### config.mk
export PLATFORM = sky130hd
export DESIGN_NAME = region_list_run_decoder
export DESIGN_NICKNAME = d
export VERILOG_FILES = /design/src/rtl/rlrd_pkg.sv /design/src/rtl/rlrd_front.sv /design/src/rtl/rlrd_queue.sv /design/src/rtl/rlrd_back.sv /design/src/rtl/region_list_run_decoder.sv
export SDC_FILE = /design/constraint.sdc
export NUM_CORES = 1
export LEC_CHECK = 0
export BUFFER_PORTS_ARGS = -buffer_cell sky130_fd_sc_hd__buf_4
export CAP_MARGIN = 40
export CELL_PAD_IN_SITES_DETAIL_PLACEMENT = 0
export CELL_PAD_IN_SITES_GLOBAL_PLACEMENT = 1
export CORE_MARGIN = 3
export CORE_UTILIZATION = 35
export CTS_CLUSTER_SIZE = 25
export DETAILED_ROUTE_END_ITERATION = 10
export PLACE_DENSITY_LB_ADDON = 0.2
export SLEW_MARGIN = 20
export SYNTH_ARGS = -nofsm -noshare
export SYNTH_HDL_FRONTEND = slang
export SYNTH_SLANG_ARGS = --single-unit
### constraint.sdc
create_clock -name i_clk -period 3.55 [get_ports i_clk]
set_input_delay 0.71 -clock i_clk [delete_from_list [all_inputs] [get_ports i_clk]]
set_output_delay 0.71 -clock i_clk [all_outputs]
set_load 0.01 [all_outputs]
### src/rtl/rlrd_pkg.sv
// ----------------------------------------------------------------------------
// Region list run decoder package
// Shared types and byte-code constants for the region list run decoder.
// ----------------------------------------------------------------------------
package rlrd_pkg;

    localparam logic [7:0] C_SKIP_ESC  = 8'h3f;
    localparam logic [7:0] C_MARK_ESC  = 8'hff;
    localparam logic [7:0] C_MARK_SKIP = 8'h80;
    localparam logic [7:0] C_MARK_ONLY = 8'hc0;

    localparam int QUEUE_DEPTH = 2;
    localparam int QUEUE_AW    = $clog2(QUEUE_DEPTH);
    localparam int QUEUE_CW    = $clog2(QUEUE_DEPTH + 1);

    typedef enum logic [1:0] {
        PH_NONE,
        PH_LOW,
        PH_HIGH
    } t_phase;

    typedef struct packed {
        logic        restart;
        logic        emit;
        logic        trunc;
        logic [2:0]  pre;
        logic [15:0] mark;
        logic [15:0] adv;
    } t_cmd;

endpackage

### src/rtl/rlrd_front.sv
// ----------------------------------------------------------------------------
// Region list run decoder front end
// Accepts bytes, tracks escape sequences and turns each byte into a command.
// ----------------------------------------------------------------------------
module rlrd_front (
    input  logic                 i_clk,
    input  logic                 i_rst_n,
    input  logic                 i_in_valid,
    input  logic [7:0]           i_byte_value,
    input  logic                 i_list_start,
    input  logic                 i_list_end,
    input  logic                 i_full,
    output logic                 o_push,
    output rlrd_pkg::t_cmd       o_cmd
);

    rlrd_pkg::t_phase r_phase;
    rlrd_pkg::t_phase n_phase;
    rlrd_pkg::t_phase cur_phase;
    logic             r_is_mark;
    logic             n_is_mark;
    logic [7:0]       r_low;
    logic [7:0]       n_low;
    logic [15:0]      esc_val;
    logic             accept;

    assign accept = i_in_valid && !i_full;
    assign o_push = accept;

    always_ff @(posedge i_clk) begin
        if (!i_rst_n) begin
            r_phase   <= rlrd_pkg::PH_NONE;
            r_is_mark <= 1'b0;
            r_low     <= 8'h00;
        end else if (accept) begin
            r_phase   <= n_phase;
            r_is_mark <= n_is_mark;
            r_low     <= n_low;
        end
    end

    always_comb begin
        cur_phase = i_list_start ? rlrd_pkg::PH_NONE : r_phase;
        n_phase   = rlrd_pkg::PH_NONE;
        n_is_mark = r_is_mark;
        n_low     = r_low;
        esc_val   = {i_byte_value, r_low};
        o_cmd         = '0;
        o_cmd.restart = i_list_start;
        unique case (cur_phase)
            rlrd_pkg::PH_LOW: begin
                n_low   = i_byte_value;
                n_phase = rlrd_pkg::PH_HIGH;
            end
            rlrd_pkg::PH_HIGH: begin
                o_cmd.adv = esc_val;
                if (r_is_mark) begin
                    o_cmd.mark = esc_val;
                    o_cmd.emit = (esc_val != 16'd0);
                end
            end
            default: begin
                priority if (i_byte_value < rlrd_pkg::C_SKIP_ESC) begin
                    o_cmd.adv = {8'h00, i_byte_value};
                end else if (i_byte_value == rlrd_pkg::C_SKIP_ESC
                             || i_byte_value == rlrd_pkg::C_MARK_ESC) begin
                    n_is_mark = (i_byte_value == rlrd_pkg::C_MARK_ESC);
                    n_phase   = rlrd_pkg::PH_LOW;
                end else if (i_byte_value < rlrd_pkg::C_MARK_SKIP) begin
                    o_cmd.pre  = i_byte_value[5:3];
                    o_cmd.mark = {13'd0, i_byte_value[2:0]};
                    o_cmd.emit = (i_byte_value[2:0] != 3'd0);
                    o_cmd.adv  = 16'(i_byte_value[5:3]) + 16'(i_byte_value[2:0]);
                end else if (i_byte_value < rlrd_pkg::C_MARK_ONLY) begin
                    o_cmd.mark = {13'd0, i_byte_value[5:3]};
                    o_cmd.emit = (i_byte_value[5:3] != 3'd0);
                    o_cmd.adv  = 16'(i_byte_value[5:3]) + 16'(i_byte_value[2:0]);
                end else begin
                    o_cmd.mark = {10'd0, i_byte_value[5:0]};
                    o_cmd.emit = (i_byte_value[5:0] != 6'd0);
                    o_cmd.adv  = {10'd0, i_byte_value[5:0]};
                end
            end
        endcase
        if (i_list_end && n_phase != rlrd_pkg::PH_NONE) begin
            n_phase     = rlrd_pkg::PH_NONE;
            o_cmd.trunc = 1'b1;
        end
    end

endmodule

### src/rtl/rlrd_queue.sv
// ----------------------------------------------------------------------------
// Region list run decoder command queue
// Short register queue that decouples the front end from the back end.
// ----------------------------------------------------------------------------
module rlrd_queue (
    input  logic                 i_clk,
    input  logic                 i_rst_n,
    input  logic                 i_push,
    input  rlrd_pkg::t_cmd       i_cmd,
    input  logic                 i_pop,
    output logic                 o_full,
    output logic                 o_valid,
    output rlrd_pkg::t_cmd       o_cmd
);

    rlrd_pkg::t_cmd                      r_mem [rlrd_pkg::QUEUE_DEPTH];
    logic [rlrd_pkg::QUEUE_AW-1:0]       r_wr;
    logic [rlrd_pkg::QUEUE_AW-1:0]       r_rd;
    logic [rlrd_pkg::QUEUE_CW-1:0]       r_cnt;

    assign o_full  = (r_cnt == rlrd_pkg::QUEUE_CW'(rlrd_pkg::QUEUE_DEPTH));
    assign o_valid = (r_cnt != '0);
    assign o_cmd   = r_mem[r_rd];

    always_ff @(posedge i_clk) begin
        if (i_push) begin
            r_mem[r_wr] <= i_cmd;
        end
    end

    always_ff @(posedge i_clk) begin
        if (!i_rst_n) begin
            r_wr  <= '0;
            r_rd  <= '0;
            r_cnt <= '0;
        end else begin
            if (i_push) begin
                r_wr <= (r_wr == rlrd_pkg::QUEUE_AW'(rlrd_pkg::QUEUE_DEPTH - 1))
                        ? '0 : r_wr + 1'b1;
            end
            if (i_pop) begin
                r_rd <= (r_rd == rlrd_pkg::QUEUE_AW'(rlrd_pkg::QUEUE_DEPTH - 1))
                        ? '0 : r_rd + 1'b1;
            end
            if (i_push && !i_pop) begin
                r_cnt <= r_cnt + 1'b1;
            end else if (i_pop && !i_push) begin
                r_cnt <= r_cnt - 1'b1;
            end
        end
    end

endmodule

### src/rtl/rlrd_back.sv
// ----------------------------------------------------------------------------
// Region list run decoder back end
// Applies commands to the running region ID and registers the emitted runs.
// ----------------------------------------------------------------------------
module rlrd_back (
    input  logic                 i_clk,
    input  logic                 i_rst_n,
    input  logic                 i_cmd_valid,
    input  rlrd_pkg::t_cmd       i_cmd,
    output logic                 o_pop,
    output logic                 o_out_valid,
    input  logic                 i_out_stall,
    output logic [15:0]          o_run_start,
    output logic [15:0]          o_run_count,
    output logic                 o_truncated
);

    logic [15:0] r_id;
    logic [15:0] id_base;
    logic        r_valid;
    logic [15:0] r_start;
    logic [15:0] r_count;
    logic        r_trunc;
    logic        load_ok;
    logic        has_out;
    logic        emit_now;

    assign id_base  = i_cmd.restart ? 16'd1 : r_id;
    assign load_ok  = !r_valid || !i_out_stall;
    assign has_out  = i_cmd.emit || i_cmd.trunc;
    assign o_pop    = i_cmd_valid && (load_ok || !has_out);
    assign emit_now = o_pop && has_out;

    always_ff @(posedge i_clk) begin
        if (!i_rst_n) begin
            r_id    <= 16'd1;
            r_valid <= 1'b0;
        end else begin
            if (o_pop) begin
                r_id <= id_base + i_cmd.adv;
            end
            if (load_ok) begin
                r_valid <= emit_now;
            end
        end
    end

    always_ff @(posedge i_clk) begin
        if (emit_now) begin
            r_start <= i_cmd.trunc ? 16'd0 : id_base + 16'(i_cmd.pre);
            r_count <= i_cmd.trunc ? 16'd0 : i_cmd.mark;
            r_trunc <= i_cmd.trunc;
        end
    end

    assign o_out_valid = r_valid;
    assign o_run_start = r_start;
    assign o_run_count = r_count;
    assign o_truncated = r_trunc;

endmodule

### src/rtl/region_list_run_decoder.sv
// ----------------------------------------------------------------------------
// Region list run decoder
// Decodes a byte-coded sparse list of region IDs into runs of start and count.
// ----------------------------------------------------------------------------
// The input channel takes one coded byte per word with its list start and
// list end flags; the block holds o_in_stall high while its command queue is
// full. The output channel gives one word per marked run, or one word with
// o_truncated set when a list ends inside a three-byte escape.
// An accepted byte is written into the command queue, and the back end
// registers the run of the command at the queue head in the output word. The
// block accepts one byte per cycle while its queue is not full and emits at
// most one run per byte. Skip codes produce no word; escape bytes give one only
// for a nonzero mark escape or when a list ends inside the escape.
// A synchronous reset empties the queue, drops the output word, clears any
// pending escape and sets the running ID to one; no clearing pass follows.
// When the receiver stalls, the output word holds; bytes that produce no run
// still drain from the queue, and the input stalls once the two-entry queue
// fills.
// ----------------------------------------------------------------------------
module region_list_run_decoder (
    input  logic        i_clk,
    input  logic        i_rst_n,
    input  logic        i_in_valid,
    output logic        o_in_stall,
    input  logic [7:0]  i_byte_value,
    input  logic        i_list_start,
    input  logic        i_list_end,
    output logic        o_out_valid,
    input  logic        i_out_stall,
    output logic [15:0] o_run_start,
    output logic [15:0] o_run_count,
    output logic        o_truncated
);

    rlrd_pkg::t_cmd push_cmd;
    rlrd_pkg::t_cmd head_cmd;
    logic           push;
    logic           pop;
    logic           full;
    logic           head_valid;

    assign o_in_stall = full;

    rlrd_front u_front (
        .i_clk        (i_clk),
        .i_rst_n      (i_rst_n),
        .i_in_valid   (i_in_valid),
        .i_byte_value (i_byte_value),
        .i_list_start (i_list_start),
        .i_list_end   (i_list_end),
        .i_full       (full),
        .o_push       (push),
        .o_cmd        (push_cmd)
    );

    rlrd_queue u_queue (
        .i_clk   (i_clk),
        .i_rst_n (i_rst_n),
        .i_push  (push),
        .i_cmd   (push_cmd),
        .i_pop   (pop),
        .o_full  (full),
        .o_valid (head_valid),
        .o_cmd   (head_cmd)
    );

    rlrd_back u_back (
        .i_clk       (i_clk),
        .i_rst_n     (i_rst_n),
        .i_cmd_valid (head_valid),
        .i_cmd       (head_cmd),
        .o_pop       (pop),
        .o_out_valid (o_out_valid),
        .i_out_stall (i_out_stall),
        .o_run_start (o_run_start),
        .o_run_count (o_run_count),
        .o_truncated (o_truncated)
    );

endmodule

==> results by group <==
Die
  – Die Ht: 148 um
  – Core area: 0.0197 mm^2
  – # rows: 51
  – I/O Pins: 49
  – Die footprint: 0.0220 mm^2
  – Die width: 148 um
  – Initial core utilization: 36.0%

Worst hold path
  – Hold Crit Class: flip-flop to flip-flop

STA
  – Slew at the pin with the worst max-slew slack: 591 ps
  – Slew Limit Fails: 0
  – FMAX: 0.315 GHz
  – Setup_tns: 0 ps
  – Final Hold Viols: 0
  – Setup ws final: 376 ps
  – Fin crit period: 3170 ps
  – Setup Skew: 8.23 ps
  – Hold_ws: 458 ps
  – RSZ-0062 raised after global routing: false
  – Fin crit share: 89.4%
  – Final setup fails: 0
  – Slew HR: 60.3%

Placed design
  – PortBufs: 48
  – RD Place Congestion: 0.843
  – Placed Area: 0.00780 mm^2
  – Dpl cells: 923
  – DP Worst Slack: 379 ps
  – DP Wirelength: 11300 um

CTS
  – Clk sinks: 142
  – Clock transition at path regs: 60 ps
  – Post-cts sizing count: 0
  – Num CTS Buffers: 17
  – Setup Fix Bufs, Post-CTS: 0
  – Hold-fix buffers at CTS: 0
  – Clock root buffer: clkbuf_16
  – TritonCTS clock tree: done
  – Skew-Pair Late Insertion Delay: 410 ps
  – H-tree depth: 4
  – Clock tree buffer depth: 2

Logic synthesis
  – Synth Net Count: 662
  – Synth area leaders: edfxtp_1 (46%), dfxtp_1 (9.3%), mux2i_1 (3.7%), ha_1 (3.5%), nand2_1 (3.4%)
  – Cell taking the most area after synthesis: edfxtp_1
  – Mapped Cells: 625
  – Primary FF master, synth: edfxtp_1
  – Ys Warns: 0
  – Number of synthesized flops with an enable pin: 109
  – Area share of the largest cell type after synthesis: 46.1%
  – Synthesized area per cell: 11.4 um^2
  – Flops & latches, synth: 142
  – Sequential fraction of the synthesis area: 55.4%
  – Post-Syn Area: 0.00710 mm^2
  – Post-synthesis cell type count: 71
  – Ys async rst share: 0%

Route
  – Vias per inst: 4.95
  – Post-route ant nets: 0
  – DRT iter0 DRCs: 382
  – Drt pass-1 iters: 5
  – Drt drc: 0
  – DRT Wirelength: 16000 um
  – Drt wl/cell: 16.8 um
  – Vias: 4726

Worst setup path
  – Crit path DAT: 3520 ps
  – Worst-path maximum fanout: 9
  – Worst setup SP type: flip-flop
  – CP endpoint kind: flip-flop
  – CP Class: flip-flop to flip-flop
  – Critical Path RT: 3900 ps
  – R2R Setup Slk: 380 ps

Pwr
  – Pwr/cell area: 775 mW/mm^2
  – LEAKAGE: 3.14 nW
  – VDD IR max: 335 uV
  – Tot Pwr: 6.49 mW

Layout
  – Fin nets: 714
  – Fin area: 0.00837 mm^2
  – Post-layout util: 42.4%
  – Commonest non-fill, non-tap cells in the layout: edfxtp_1 (109), nand2_1 (65), buf_4 (60)
  – Area grow syn2layout: 17.9%
  – Share of layout cells above drive strength 1: 17.6%
  – N_diodes: 0
  – Commonest non-fill, non-tap cell in the layout: edfxtp_1
  – Final Non-Filler Cells: 954

Run
  – Maxcap violations: 0

Global routing
  – Largest net degree at the start of global routing: 40
  – Initial antenna violation count: 0
  – Vias in the first global route: 4713
  – Total grt overflow: 0
  – GRT Util Overall: 15.2%
  – Global-route wire length before repair: 25600 um

Status
  – Status: finished, final reports clean
==> state kept, by name (all words and copies together) (netlist names), named ones only <==
signal	count
u_back.o_truncated	1
u_back.r_id	16
u_queue.r_wr	1
u_queue.r_cnt	2
u_queue.r_mem	76
u_back.o_out_valid	1
u_front.r_phase	2
u_back.o_run_count	16
u_back.o_run_start	16
u_front.r_is_mark	1
u_queue.r_rd	1
u_front.r_low	8
==> worst paths after layout <==
path                                      startpoint         endpoint  cells after the start
worst min register to register        u_back.r_id[0]   u_back.r_id[0]                      2
worst max-delay path            u_queue.r_mem[0][37]  u_back.r_id[15]                     11
worst min-delay path                  u_back.r_id[0]   u_back.r_id[0]                      2
worst max register to register  u_queue.r_mem[0][37]  u_back.r_id[15]                     11
==> kinds of logic (layout without fill, tap and decap cells) <==
| family | Yosys count | in the layout | synth area share, % |
|---|---|---|---|
| AOI/OAI and AO/OA | 98 | 98 | 9.60 |
| muxes | 44 | 44 | 6.71 |
| and+or+nand+nor | 237 | 237 | 17.0 |
| buffers and inverters | 49 | 113 | 2.87 |
| adders and majority gates | 26 | 26 | 4.81 |
| DFF | 142 | 142 | 55.4 |
| xor gates and xnor gates | 29 | 29 | 3.58 |
==> Yosys cell counts, drive strengths merged (8+ instances only) <==
master,count
dfxtp,33
nand2b,8
clkbuf,22
ha,20
nor2b,8
mux2,16
inv,20
nand2,66
and3,15
nand3,21
a21boi,14
o21ai,31
a21oi,18
xnor2,19
mux2i,27
and2,32
edfxtp,109
xor2,10
nor2,55
==> layout make-up <==
class | count | area, um^2
fill | 1845 | 11300
sequential | 142 | 3940
multi-input combinational | 434 | 2980
timing repair buffer | 61 | 478
clock buffer | 18 | 429
tap | 265 | 332
clock inverter | 13 | 139
inverter | 21 | 78.8
==> per-layer routing <==
layer | vias to the layer above | global-route usage [%] | share of wire (%)
li1 | 2365 | - | -
met1 | 2244 | 20.9 | 48
met2 | 98 | 23.8 | 46
met3 | 19 | 3.08 | 3.3
met4 | 0 | 6.19 | 2.1
met5 | - | 0 | 0
==> power by group <==
part | internal, mW | leakage [nW] | switching [mW] | total (mW)
sequential | 2.27 | 1.32 | 0.176 | 2.45
clock | 1.03 | 0.268 | 0.694 | 1.73
combinational | 0.970 | 1.55 | 1.34 | 2.31
total | 4.28 | 3.14 | 2.21 | 6.49
==> worst max-delay path: stages, from the launching register on <==
cell and delay [ps]:
edfxtp_1 470, mux2i_2 480, and2_0 340, ha_1 330
o21ai_0 190, a21oi_1 130, a21oi_1 370, nor4_4 100
nor2_1 210, o221ai_1 180, xor2_1 170, o21ai_1 140
Power figures use the tool's default switching activity.
